--- src/hw/rtl/bgtm_pkg.sv ---
// Shared types, constants and curve tables for the battery gauge.
package bgtm_pkg;

    localparam int SAMPLE_BITS = 12;
    localparam int SAMPLES_PER_READING_DEF = 5;
    localparam int CFG_W = 20;
    localparam int CFG_IDX_W = 3;
    localparam int OHM_W = 20;
    localparam int MV_W = 16;
    localparam int PCT_W = 7;
    localparam int SUMS_W = OHM_W + 1;
    localparam int DIV_W = SAMPLE_BITS + SUMS_W;
    localparam int NBITS_W = $clog2(DIV_W + 1);
    localparam int CURVE_X_W = 12;

    localparam logic [CFG_IDX_W-1:0] CFG_TOP      = 3'd0;
    localparam logic [CFG_IDX_W-1:0] CFG_BOTTOM   = 3'd1;
    localparam logic [CFG_IDX_W-1:0] CFG_MIN_MV   = 3'd2;
    localparam logic [CFG_IDX_W-1:0] CFG_MAX_MV   = 3'd3;
    localparam logic [CFG_IDX_W-1:0] CFG_LOW_PCT  = 3'd4;
    localparam logic [CFG_IDX_W-1:0] CFG_FULL_MV  = 3'd5;
    localparam logic [CFG_IDX_W-1:0] CFG_PINS     = 3'd6;
    localparam logic [CFG_IDX_W-1:0] CFG_LEVEL    = 3'd7;

    localparam logic [1:0] OUT_NEW      = 2'd0;
    localparam logic [1:0] OUT_HELD     = 2'd1;
    localparam logic [1:0] OUT_NONE     = 2'd2;
    localparam logic [1:0] OUT_FAILED   = 2'd3;

    localparam logic [MV_W-1:0] CURVE_MV [9] = '{
        16'd3300, 16'd3450, 16'd3600, 16'd3700, 16'd3800,
        16'd3900, 16'd4000, 16'd4100, 16'd4200
    };
    localparam logic [PCT_W-1:0] CURVE_PCT [9] = '{
        7'd0, 7'd5, 7'd15, 7'd30, 7'd50, 7'd65, 7'd80, 7'd92, 7'd100
    };

    typedef struct packed {
        logic [SAMPLE_BITS-1:0] sample_millivolts;
        logic                   sample_failed;
        logic                   charge_pin_level;
        logic                   full_pin_level;
    } t_bg_in;

    typedef struct packed {
        logic             has_reading;
        logic [1:0]       outcome;
        logic [MV_W-1:0]  battery_millivolts;
        logic [PCT_W-1:0] charge_percent;
        logic             is_low;
        logic             is_charging;
        logic             is_full;
    } t_bg_out;

    typedef struct packed {
        logic               start;
        logic [NBITS_W-1:0] nbits;
        logic [DIV_W-1:0]   dividend;
        logic [OHM_W-1:0]   divisor;
    } t_div_req;

    typedef struct packed {
        logic             done;
        logic [DIV_W-1:0] quotient;
    } t_div_rsp;

endpackage

--- src/hw/rtl/battery_gauge_trimmed_mean_soc.sv ---
// Top level of the trimmed-mean battery gauge with state-of-charge lookup.
//
// Input channel i_valid/o_ready carries one ADC sample per transaction; output
// channel o_valid/i_ready carries one result per transaction. Configuration is
// written through i_cfg_we, i_cfg_index and i_cfg_data, one register a cycle.
// A good sample that does not complete a batch is taken and gives no result.
// A failed sample's result is loaded into the output register from S_EMIT once
// that register is free. The sample that completes a batch starts a sequence on
// one shared bit-serial divider (one quotient bit per cycle) and a bit-serial
// multiplier: the trimmed-mean division, the multiply, the scale division (not
// for a zero bottom resistor) and the curve division (not for voltages out of
// range or off the curve ends); input stays closed until its result is loaded.
// The result sits in an output register until taken; a new sample is taken
// while it waits, but a following result waits for that register to empty.
// Synchronous active-low reset clears the batch, the held reading and the
// output register and loads the register reset values.
module battery_gauge_trimmed_mean_soc #(
    parameter int SAMPLES_PER_READING = bgtm_pkg::SAMPLES_PER_READING_DEF
) (
    input  logic                               i_clk,
    input  logic                               i_rst_n,
    input  logic                               i_valid,
    output logic                               o_ready,
    input  bgtm_pkg::t_bg_in                   i_data,
    output logic                               o_valid,
    input  logic                               i_ready,
    output bgtm_pkg::t_bg_out                  o_data,
    input  logic                               i_cfg_we,
    input  logic [bgtm_pkg::CFG_IDX_W-1:0]     i_cfg_index,
    input  logic [bgtm_pkg::CFG_W-1:0]         i_cfg_data
);
    import bgtm_pkg::*;

    localparam int CNT_W = $clog2(SAMPLES_PER_READING);
    localparam int SUM_W = $clog2(SAMPLES_PER_READING * (2 ** SAMPLE_BITS - 1) + 1);
    localparam int MCNT_W = $clog2(SAMPLE_BITS + 1);

    typedef enum logic [3:0] {
        S_IDLE, S_AVG_GO, S_AVG_WAIT, S_MUL, S_SCALE_GO, S_SCALE_WAIT,
        S_CHECK, S_CURVE_GO, S_CURVE_WAIT, S_FINISH, S_EMIT
    } t_state;

    t_state r_state;
    logic [OHM_W-1:0] r_top, r_bot;
    logic [MV_W-1:0]  r_min, r_max, r_full_mv;
    logic [PCT_W-1:0] r_low_pct;
    logic [1:0]       r_pins;
    logic             r_level;

    logic [CNT_W-1:0]       r_cnt;
    logic [SUM_W-1:0]       r_sum;
    logic [SAMPLE_BITS-1:0] r_lo, r_hi;
    logic                   r_chg, r_full;
    logic [SUMS_W-1:0]      r_s;
    logic [DIV_W-1:0]       r_prod;
    logic [MCNT_W-1:0]      r_mcnt;
    logic [MV_W-1:0]        r_mv;
    logic [PCT_W-1:0]       r_pct;
    logic [PCT_W-1:0]       r_p0;
    logic [OHM_W-1:0]       r_dm;
    logic [CURVE_X_W-1:0]   r_x;
    t_bg_out                r_res;

    logic                   r_held_present;
    logic [MV_W-1:0]        r_held_mv;
    logic [PCT_W-1:0]       r_held_pct;
    logic [2:0]             r_held_flags;

    logic    r_out_valid;
    t_bg_out r_out;

    t_div_req div_req;
    t_div_rsp div_rsp;

    logic [SAMPLE_BITS-1:0] smp;
    logic [SUM_W-1:0]       trim;
    logic [SUMS_W:0]        madd;
    logic                   in_fire;
    logic [3:0]             seg;
    logic [MV_W-1:0]        seg_off;
    logic [PCT_W-1:0]       dp;
    logic                   is_low, is_chg, is_full;

    bgtm_div u_div (
        .i_clk  (i_clk),
        .i_rst_n(i_rst_n),
        .i_req  (div_req),
        .o_rsp  (div_rsp)
    );

    assign smp = i_data.sample_millivolts;
    assign in_fire = i_valid && o_ready;
    assign o_ready = (r_state == S_IDLE);
    assign o_valid = r_out_valid;
    assign o_data = r_out;
    assign trim = r_sum - SUM_W'(r_lo) - SUM_W'(r_hi);
    assign madd = {1'b0, r_prod[DIV_W-1:SAMPLE_BITS]} + (r_prod[0] ? {1'b0, r_s} : '0);

    always_comb begin
        seg = 4'd8;
        for (int k = 7; k >= 1; k--) begin
            if (r_mv <= CURVE_MV[k]) begin
                seg = 4'(k);
            end
        end
        seg_off = r_mv - CURVE_MV[seg - 4'd1];
        dp = CURVE_PCT[seg] - CURVE_PCT[seg - 4'd1];
    end

    assign is_low = (r_pct <= r_low_pct);
    assign is_chg = r_pins[0] && (r_chg == r_level);
    assign is_full = r_pins[1] ? (r_full == r_level) : (r_mv >= r_full_mv);

    always_comb begin
        div_req = '0;
        unique case (r_state)
            S_AVG_GO: begin
                div_req.start = 1'b1;
                div_req.nbits = NBITS_W'(SUM_W);
                div_req.dividend = {trim, {(DIV_W - SUM_W){1'b0}}};
                div_req.divisor = OHM_W'(SAMPLES_PER_READING - 2);
            end
            S_SCALE_GO: begin
                div_req.start = 1'b1;
                div_req.nbits = NBITS_W'(DIV_W);
                div_req.dividend = r_prod;
                div_req.divisor = r_bot;
            end
            S_CURVE_GO: begin
                div_req.start = 1'b1;
                div_req.nbits = NBITS_W'(CURVE_X_W);
                div_req.dividend = {r_x, {(DIV_W - CURVE_X_W){1'b0}}};
                div_req.divisor = r_dm;
            end
            default: begin
                div_req = '0;
            end
        endcase
    end

    always_ff @(posedge i_clk) begin
        if (!i_rst_n) begin
            r_top <= OHM_W'(100000);
            r_bot <= OHM_W'(100000);
            r_min <= MV_W'(2500);
            r_max <= MV_W'(4500);
            r_low_pct <= PCT_W'(20);
            r_full_mv <= MV_W'(4150);
            r_pins <= 2'd0;
            r_level <= 1'b0;
        end else if (i_cfg_we) begin
            unique case (i_cfg_index)
                CFG_TOP:     r_top <= i_cfg_data[OHM_W-1:0];
                CFG_BOTTOM:  r_bot <= i_cfg_data[OHM_W-1:0];
                CFG_MIN_MV:  r_min <= i_cfg_data[MV_W-1:0];
                CFG_MAX_MV:  r_max <= i_cfg_data[MV_W-1:0];
                CFG_LOW_PCT: r_low_pct <= i_cfg_data[PCT_W-1:0];
                CFG_FULL_MV: r_full_mv <= i_cfg_data[MV_W-1:0];
                CFG_PINS:    r_pins <= i_cfg_data[1:0];
                CFG_LEVEL:   r_level <= i_cfg_data[0];
                default:     r_level <= r_level;
            endcase
        end
    end

    always_ff @(posedge i_clk) begin
        if (!i_rst_n) begin
            r_state <= S_IDLE;
            r_cnt <= '0;
            r_held_present <= 1'b0;
            r_held_mv <= '0;
            r_held_pct <= '0;
            r_held_flags <= '0;
            r_out_valid <= 1'b0;
        end else begin
            if (r_out_valid && i_ready && r_state != S_EMIT) begin
                r_out_valid <= 1'b0;
            end
            unique case (r_state)
                S_IDLE: begin
                    if (in_fire) begin
                        if (i_data.sample_failed) begin
                            r_cnt <= '0;
                            r_res <= '{has_reading: 1'b0, outcome: OUT_FAILED, default: '0};
                            r_state <= S_EMIT;
                        end else begin
                            if (r_cnt == '0) begin
                                r_sum <= SUM_W'(smp);
                                r_lo <= smp;
                                r_hi <= smp;
                            end else begin
                                r_sum <= r_sum + SUM_W'(smp);
                                if (smp < r_lo) r_lo <= smp;
                                if (smp > r_hi) r_hi <= smp;
                            end
                            if (r_cnt == CNT_W'(SAMPLES_PER_READING - 1)) begin
                                r_cnt <= '0;
                                r_chg <= i_data.charge_pin_level;
                                r_full <= i_data.full_pin_level;
                                r_state <= S_AVG_GO;
                            end else begin
                                r_cnt <= r_cnt + 1'b1;
                            end
                        end
                    end
                end
                S_AVG_GO: r_state <= S_AVG_WAIT;
                S_AVG_WAIT: begin
                    if (div_rsp.done) begin
                        r_prod <= {{SUMS_W{1'b0}}, div_rsp.quotient[SAMPLE_BITS-1:0]};
                        r_s <= {1'b0, r_top} + {1'b0, r_bot};
                        r_mcnt <= MCNT_W'(SAMPLE_BITS);
                        r_state <= S_MUL;
                    end
                end
                S_MUL: begin
                    r_prod <= {madd, r_prod[SAMPLE_BITS-1:1]};
                    r_mcnt <= r_mcnt - 1'b1;
                    if (r_mcnt == MCNT_W'(1)) begin
                        if (r_bot == '0) begin
                            r_mv <= '1;
                            r_state <= S_CHECK;
                        end else begin
                            r_state <= S_SCALE_GO;
                        end
                    end
                end
                S_SCALE_GO: r_state <= S_SCALE_WAIT;
                S_SCALE_WAIT: begin
                    if (div_rsp.done) begin
                        r_mv <= (div_rsp.quotient[DIV_W-1:MV_W] != '0) ? '1 :
                                div_rsp.quotient[MV_W-1:0];
                        r_state <= S_CHECK;
                    end
                end
                S_CHECK: begin
                    if (r_mv < r_min || r_mv > r_max) begin
                        if (r_held_present) begin
                            r_res <= '{has_reading: 1'b1, outcome: OUT_HELD,
                                       battery_millivolts: r_held_mv,
                                       charge_percent: r_held_pct,
                                       is_low: r_held_flags[0],
                                       is_charging: r_held_flags[1],
                                       is_full: r_held_flags[2]};
                        end else begin
                            r_res <= '{has_reading: 1'b0, outcome: OUT_NONE, default: '0};
                        end
                        r_state <= S_EMIT;
                    end else if (r_mv <= CURVE_MV[0]) begin
                        r_pct <= CURVE_PCT[0];
                        r_state <= S_FINISH;
                    end else if (r_mv > CURVE_MV[8]) begin
                        r_pct <= CURVE_PCT[8];
                        r_state <= S_FINISH;
                    end else begin
                        r_p0 <= CURVE_PCT[seg - 4'd1];
                        r_dm <= OHM_W'(CURVE_MV[seg] - CURVE_MV[seg - 4'd1]);
                        r_x <= CURVE_X_W'(seg_off[7:0]) * CURVE_X_W'(dp[4:0]);
                        r_state <= S_CURVE_GO;
                    end
                end
                S_CURVE_GO: r_state <= S_CURVE_WAIT;
                S_CURVE_WAIT: begin
                    if (div_rsp.done) begin
                        r_pct <= r_p0 + div_rsp.quotient[PCT_W-1:0];
                        r_state <= S_FINISH;
                    end
                end
                S_FINISH: begin
                    r_held_present <= 1'b1;
                    r_held_mv <= r_mv;
                    r_held_pct <= r_pct;
                    r_held_flags <= {is_full, is_chg, is_low};
                    r_res <= '{has_reading: 1'b1, outcome: OUT_NEW,
                               battery_millivolts: r_mv, charge_percent: r_pct,
                               is_low: is_low, is_charging: is_chg, is_full: is_full};
                    r_state <= S_EMIT;
                end
                S_EMIT: begin
                    if (!r_out_valid || i_ready) begin
                        r_out <= r_res;
                        r_out_valid <= 1'b1;
                        r_state <= S_IDLE;
                    end
                end
                default: r_state <= S_IDLE;
            endcase
        end
    end

`ifndef SYNTH
    a_fail_clears: assert property (@(posedge i_clk) disable iff (!i_rst_n)
        (in_fire && i_data.sample_failed) |=> (r_cnt == '0))
        else $error("failed sample did not clear the batch");
    a_pct_range: assert property (@(posedge i_clk) disable iff (!i_rst_n)
        o_valid |-> (o_data.charge_percent <= PCT_W'(100)))
        else $error("charge percent above 100");
    a_no_reading: assert property (@(posedge i_clk) disable iff (!i_rst_n)
        (o_valid && !o_data.has_reading) |->
        (o_data.outcome == OUT_NONE || o_data.outcome == OUT_FAILED))
        else $error("result without reading has wrong outcome");
    a_div_idle_start: assert property (@(posedge i_clk) disable iff (!i_rst_n)
        div_req.start |=> !div_rsp.done)
        else $error("divider finished right after start");
`endif

endmodule

--- src/hw/rtl/bgtm_div.sv ---
// Bit-serial restoring divider, one quotient bit per cycle.
module bgtm_div (
    input  logic              i_clk,
    input  logic              i_rst_n,
    input  bgtm_pkg::t_div_req i_req,
    output bgtm_pkg::t_div_rsp o_rsp
);
    import bgtm_pkg::*;

    logic [OHM_W-1:0]   r_rem;
    logic [DIV_W-1:0]   r_q;
    logic [OHM_W-1:0]   r_div;
    logic [NBITS_W-1:0] r_cnt;
    logic               r_busy;
    logic               r_done;
    logic [OHM_W:0]     rem_sh;
    logic [OHM_W+1:0]   diff;
    logic               ge;

    assign rem_sh = {r_rem, r_q[DIV_W-1]};
    assign diff = {1'b0, rem_sh} - {2'b00, r_div};
    assign ge = !diff[OHM_W+1];

    always_ff @(posedge i_clk) begin
        if (!i_rst_n) begin
            r_busy <= 1'b0;
            r_done <= 1'b0;
            r_cnt <= '0;
        end else begin
            r_done <= 1'b0;
            if (i_req.start) begin
                r_busy <= 1'b1;
                r_cnt <= i_req.nbits;
            end else if (r_busy) begin
                r_cnt <= r_cnt - 1'b1;
                if (r_cnt == NBITS_W'(1)) begin
                    r_busy <= 1'b0;
                    r_done <= 1'b1;
                end
            end
        end
    end

    always_ff @(posedge i_clk) begin
        if (i_req.start) begin
            r_rem <= '0;
            r_q <= i_req.dividend;
            r_div <= i_req.divisor;
        end else if (r_busy) begin
            r_rem <= ge ? diff[OHM_W-1:0] : rem_sh[OHM_W-1:0];
            r_q <= {r_q[DIV_W-2:0], ge};
        end
    end

    assign o_rsp.done = r_done;
    assign o_rsp.quotient = r_q;

endmodule
--- config.mk ---
export PLATFORM = sky130hd
export DESIGN_NAME = battery_gauge_trimmed_mean_soc
export DESIGN_NICKNAME = d
export VERILOG_FILES = /design/src/hw/rtl/bgtm_pkg.sv /design/src/hw/rtl/battery_gauge_trimmed_mean_soc.sv /design/src/hw/rtl/bgtm_div.sv
export SDC_FILE = /design/constraint.sdc
export NUM_CORES = 1
export LEC_CHECK = 0
export BUFFER_PORTS_ARGS = -buffer_cell sky130_fd_sc_hd__buf_2
export CAP_MARGIN = 20
export CORE_UTILIZATION = 59
export DETAILED_ROUTE_END_ITERATION = 16
export GPL_TIMING_DRIVEN = 0
export PLACE_DENSITY = 0.75
export SLEW_MARGIN = 20
export SYNTH_ARGS = -nofsm -noshare
export SYNTH_HDL_FRONTEND = slang
export SYNTH_SLANG_ARGS = --single-unit
--- constraint.sdc ---
create_clock -name i_clk -period 8.89 [get_ports i_clk]
set_input_delay 2.667 -clock i_clk [delete_from_list [all_inputs] [get_ports i_clk]]
set_output_delay 2.667 -clock i_clk [all_outputs]
set_load 0.05 [all_outputs]
==> summary.txt <==
STA
  – Final setup violation count: 0
  – Tightest Pin Transition: 1.12 ns
  – Skew final: 0.0151 ns
  – Setup TNS: 0 ns
  – Hold Violations, Final: 0
  – Final Max Slew Viols: 0
  – Worst relative slew slack: 24.8%
  – Unrepaired setup endpoints after global routing: false
  – Final period util: 95.0%
  – Fin crit period: 8.45 ns
  – Max Fclk: 118 MHz

Critical path
  – Class of the most critical setup path: flop to flop
  – CP top delay family: adder cells
  – R2r setup slk: 0.44 ns
  – Startpoint Class: flop
  – WP buf/inv: 2
  – Critical Path Sink Type: flop
  – Crit-path slowest cell: edfxtp_1
  – WP data arrival: 8.84 ns
  – Worst EP required: 9.28 ns
  – Critical Path Fanout Max: 12
  – CP peak stage delay: 0.67 ns

Global route
  – Busiest grt layer: met2
  – Initial antenna violation count: 1
  – Tot GR Track Use: 31.9%
  – Global routing usage on met1: 44.2%
  – GRT Residual Overflow: 0
  – Routing usage on met3: 5.23%
  – Largest net degree at the start of global routing: 35
  – Vias in the first global route: 19500
  – First-pass GRT wire length: 108 mm
  – Met2 usage: 50.8%

Synthesis
  – Syn nets: 2981
  – Synthesized flop and latch total: 429
  – Post-synth top cells: nand2_1 (452), edfxtp_1 (268), a21oi_1 (241)
  – Cell variety after synth: 78
  – EDFF count, synth: 268
  – Fraction of registers with async set/reset: 0%
  – Sequential element share of the synthesized area: 44.6%
  – Count leader, synth: nand2_1
  – Main synth FF type: edfxtp_1
  – Synthesized area per cell: 9.44 um2
  – Synth area leaders: edfxtp_1 (32%), dfxtp_1 (13%), ha_1 (11%), nand2_1 (6.7%), a21oi_1 (4.8%)
  – Mapped cell area: 25300 um2
  – Synth warn: 0
  – Top-area cell type share of the netlist area: 31.9%
  – Leading area contributor after synthesis: edfxtp_1
  – Mapped Cells: 2675

Detailed routing
  – Initial DRC Count: 2370
  – Pre-antenna DRT Iters: 8
  – Via count: 20700
  – Final routed DRC violation total: 0
  – Post-DR wirelength/cell: 20.7 um
  – Final wirelength: 70.2 mm
  – Avg Vias per Cell: 6.10
  – Antenna Nets Post-Route: 0

Cells and area
  – # fillers: 3243
  – Layout area overhead: 11.6%
  – Layout cells sized above 1: 7.80%
  – Antenna cell count: 0
  – NumNets Final: 3115
  – Final Cell Area: 28200 um2
  – Finished Core Util: 67.1%

Die
  – Die Wd: 209 um
  – Row Count: 75
  – Die ar.: 43600 um2
  – Starting Density: 60.1%
  – Top Ports: 74
  – Die Y: 209 um
  – Core area: 42000 um2

Clock network
  – Worst-path clk slew: 0.06 ns
  – CTS buffer count: 46
  – # hold bufs at CTS: 0
  – Max Root-Sink Buffers: 3
  – CTS tree: yes
  – CTS Sinks: 429
  – H-tree depth: 2
  – Clock Latency Late Sink: 0.59 ns
  – CTS Root Cell: clkbuf_16

Hold path
  – Hold/Removal Path Class: flop to flop

Place
  – RePlAce Congestion: 0.955
  – Post-DP HPWL: 53.3 mm
  – IO buf count: 69
  – Post-Place Cell Area: 26400 um2

Run
  – Max-cap violations: 0

Pwr
  – Leakage: 0.0116 uW
  – Pwr dens: 229 nW/um2
  – Worst VDD drop: 0.172 mV

Status
  – Status: complete, no violations
## path summary, 6_finish.rpt
| check | startpoint | end | cells past startpoint |
|---|---|---|---|
| max | r_mv[6] | r_x[11] | 28 |
| min | r_res[23] | o_data[23] | 0 |
| max reg2reg | r_mv[6] | r_x[11] | 28 |
| min reg2reg | r_res[23] | o_data[23] | 0 |
## power by group
part	switching (uW)	internal (uW)
registers	149	2420
clock network	828	1230
logic	1140	689
total	2110	4340
## metrics by stage
| stage | setup slack, ns | total power (uW) | hold slack (ns) | cells |
|---|---|---|---|---|
| detailed placement | -0.511 | 4380 | 0.405 | 3293 |
| global placement | -0.328 | 4310 | 0.403 | 3283 |
| global route | 0.0897 | 6750 | 0.421 | 3386 |
| floorplan | 1.31 | 3900 | 0.400 | 2675 |
| CTS | 0.188 | 6420 | 0.406 | 3378 |
| finish | 0.444 | 6460 | 0.415 | 3386 |
## timing repair
| action | in CTS | in global routing |
|---|---|---|
| endpoints found under the setup margin | 4 | 3 |
| buffers inserted | 0 | 12 |
| resized for setup | 4 | 3 |
| endpoints found under the hold margin | 0 | 0 |
| pin swaps | 0 | 1 |
## placed cells by master, fill, tap and decap left out, types with 11 or more instances in the layout
master     instances
a211oi_1          16
a21o_1            44
a21oi_1          238
a222oi_1          11
a22o_1            14
a31oi_1           11
and2_1            27
and3_1            14
buf_2             72
buf_4             16
clkbuf_1          87
clkbuf_16         48
dfxtp_1          161
edfxtp_1         268
fa_1              37
ha_1             226
inv_1            204
mux2i_1           23
nand2_1          451
nand2b_1          32
nand3_1           42
nand4_1           18
nor2_1           190
nor2b_1           33
nor3_1            40
nor4_1            13
o211ai_1          26
o21a_1            30
o21ai_0          107
or3_1             30
xnor2_1           62
xor2_1            37
## routing by layer
metal  up-vias  wire, um
li1       9708         -
met1      9933     29500
met4         2      2460
met3       146      6110
met5         -        13
met2       869     32100
## cells by family (layout without fill, tap and decap cells)
family                   after synthesis  count (layout)  synth area share, %
adder cells (fa/ha/maj)              263             263                 14.1
AND/OR/NAND/NOR                      937             937                 16.6
XOR/XNOR                             100             100                 3.47
buffers and inverters                305             477                 4.60
multiplexers                          29              29                 1.18
AO/OA/AOI/OAI                        612             612                 15.4
flip-flops                           429             429                 44.6
## registers in the layout, indices dropped and copies added, names as in the netlist, 20 cells and up
register,count
u_div.r_rem,20
r_bot,20
r_top,20
u_div.r_div,20
r_prod,33
o_data,29
r_res,29
u_div.r_q,33
r_s,21
## cell type report
| class | count | area [um2] | area share [%] |
|---|---|---|---|
| Buffer | 91 | 360 | 1.28 |
| Clock buffer | 65 | 1340 | 4.75 |
| Timing Repair Buffer | 91 | 552 | 1.96 |
| Tap cell | 539 | 674 | 2.39 |
| Multi-Input combinational cell | 1941 | 12900 | 45.9 |
| Sequential cell | 429 | 11300 | 40.0 |
| Clock inverter | 21 | 280 | 0.994 |
| Inverter | 209 | 786 | 2.79 |
Note: power is estimated with default switching activity, not from simulation.
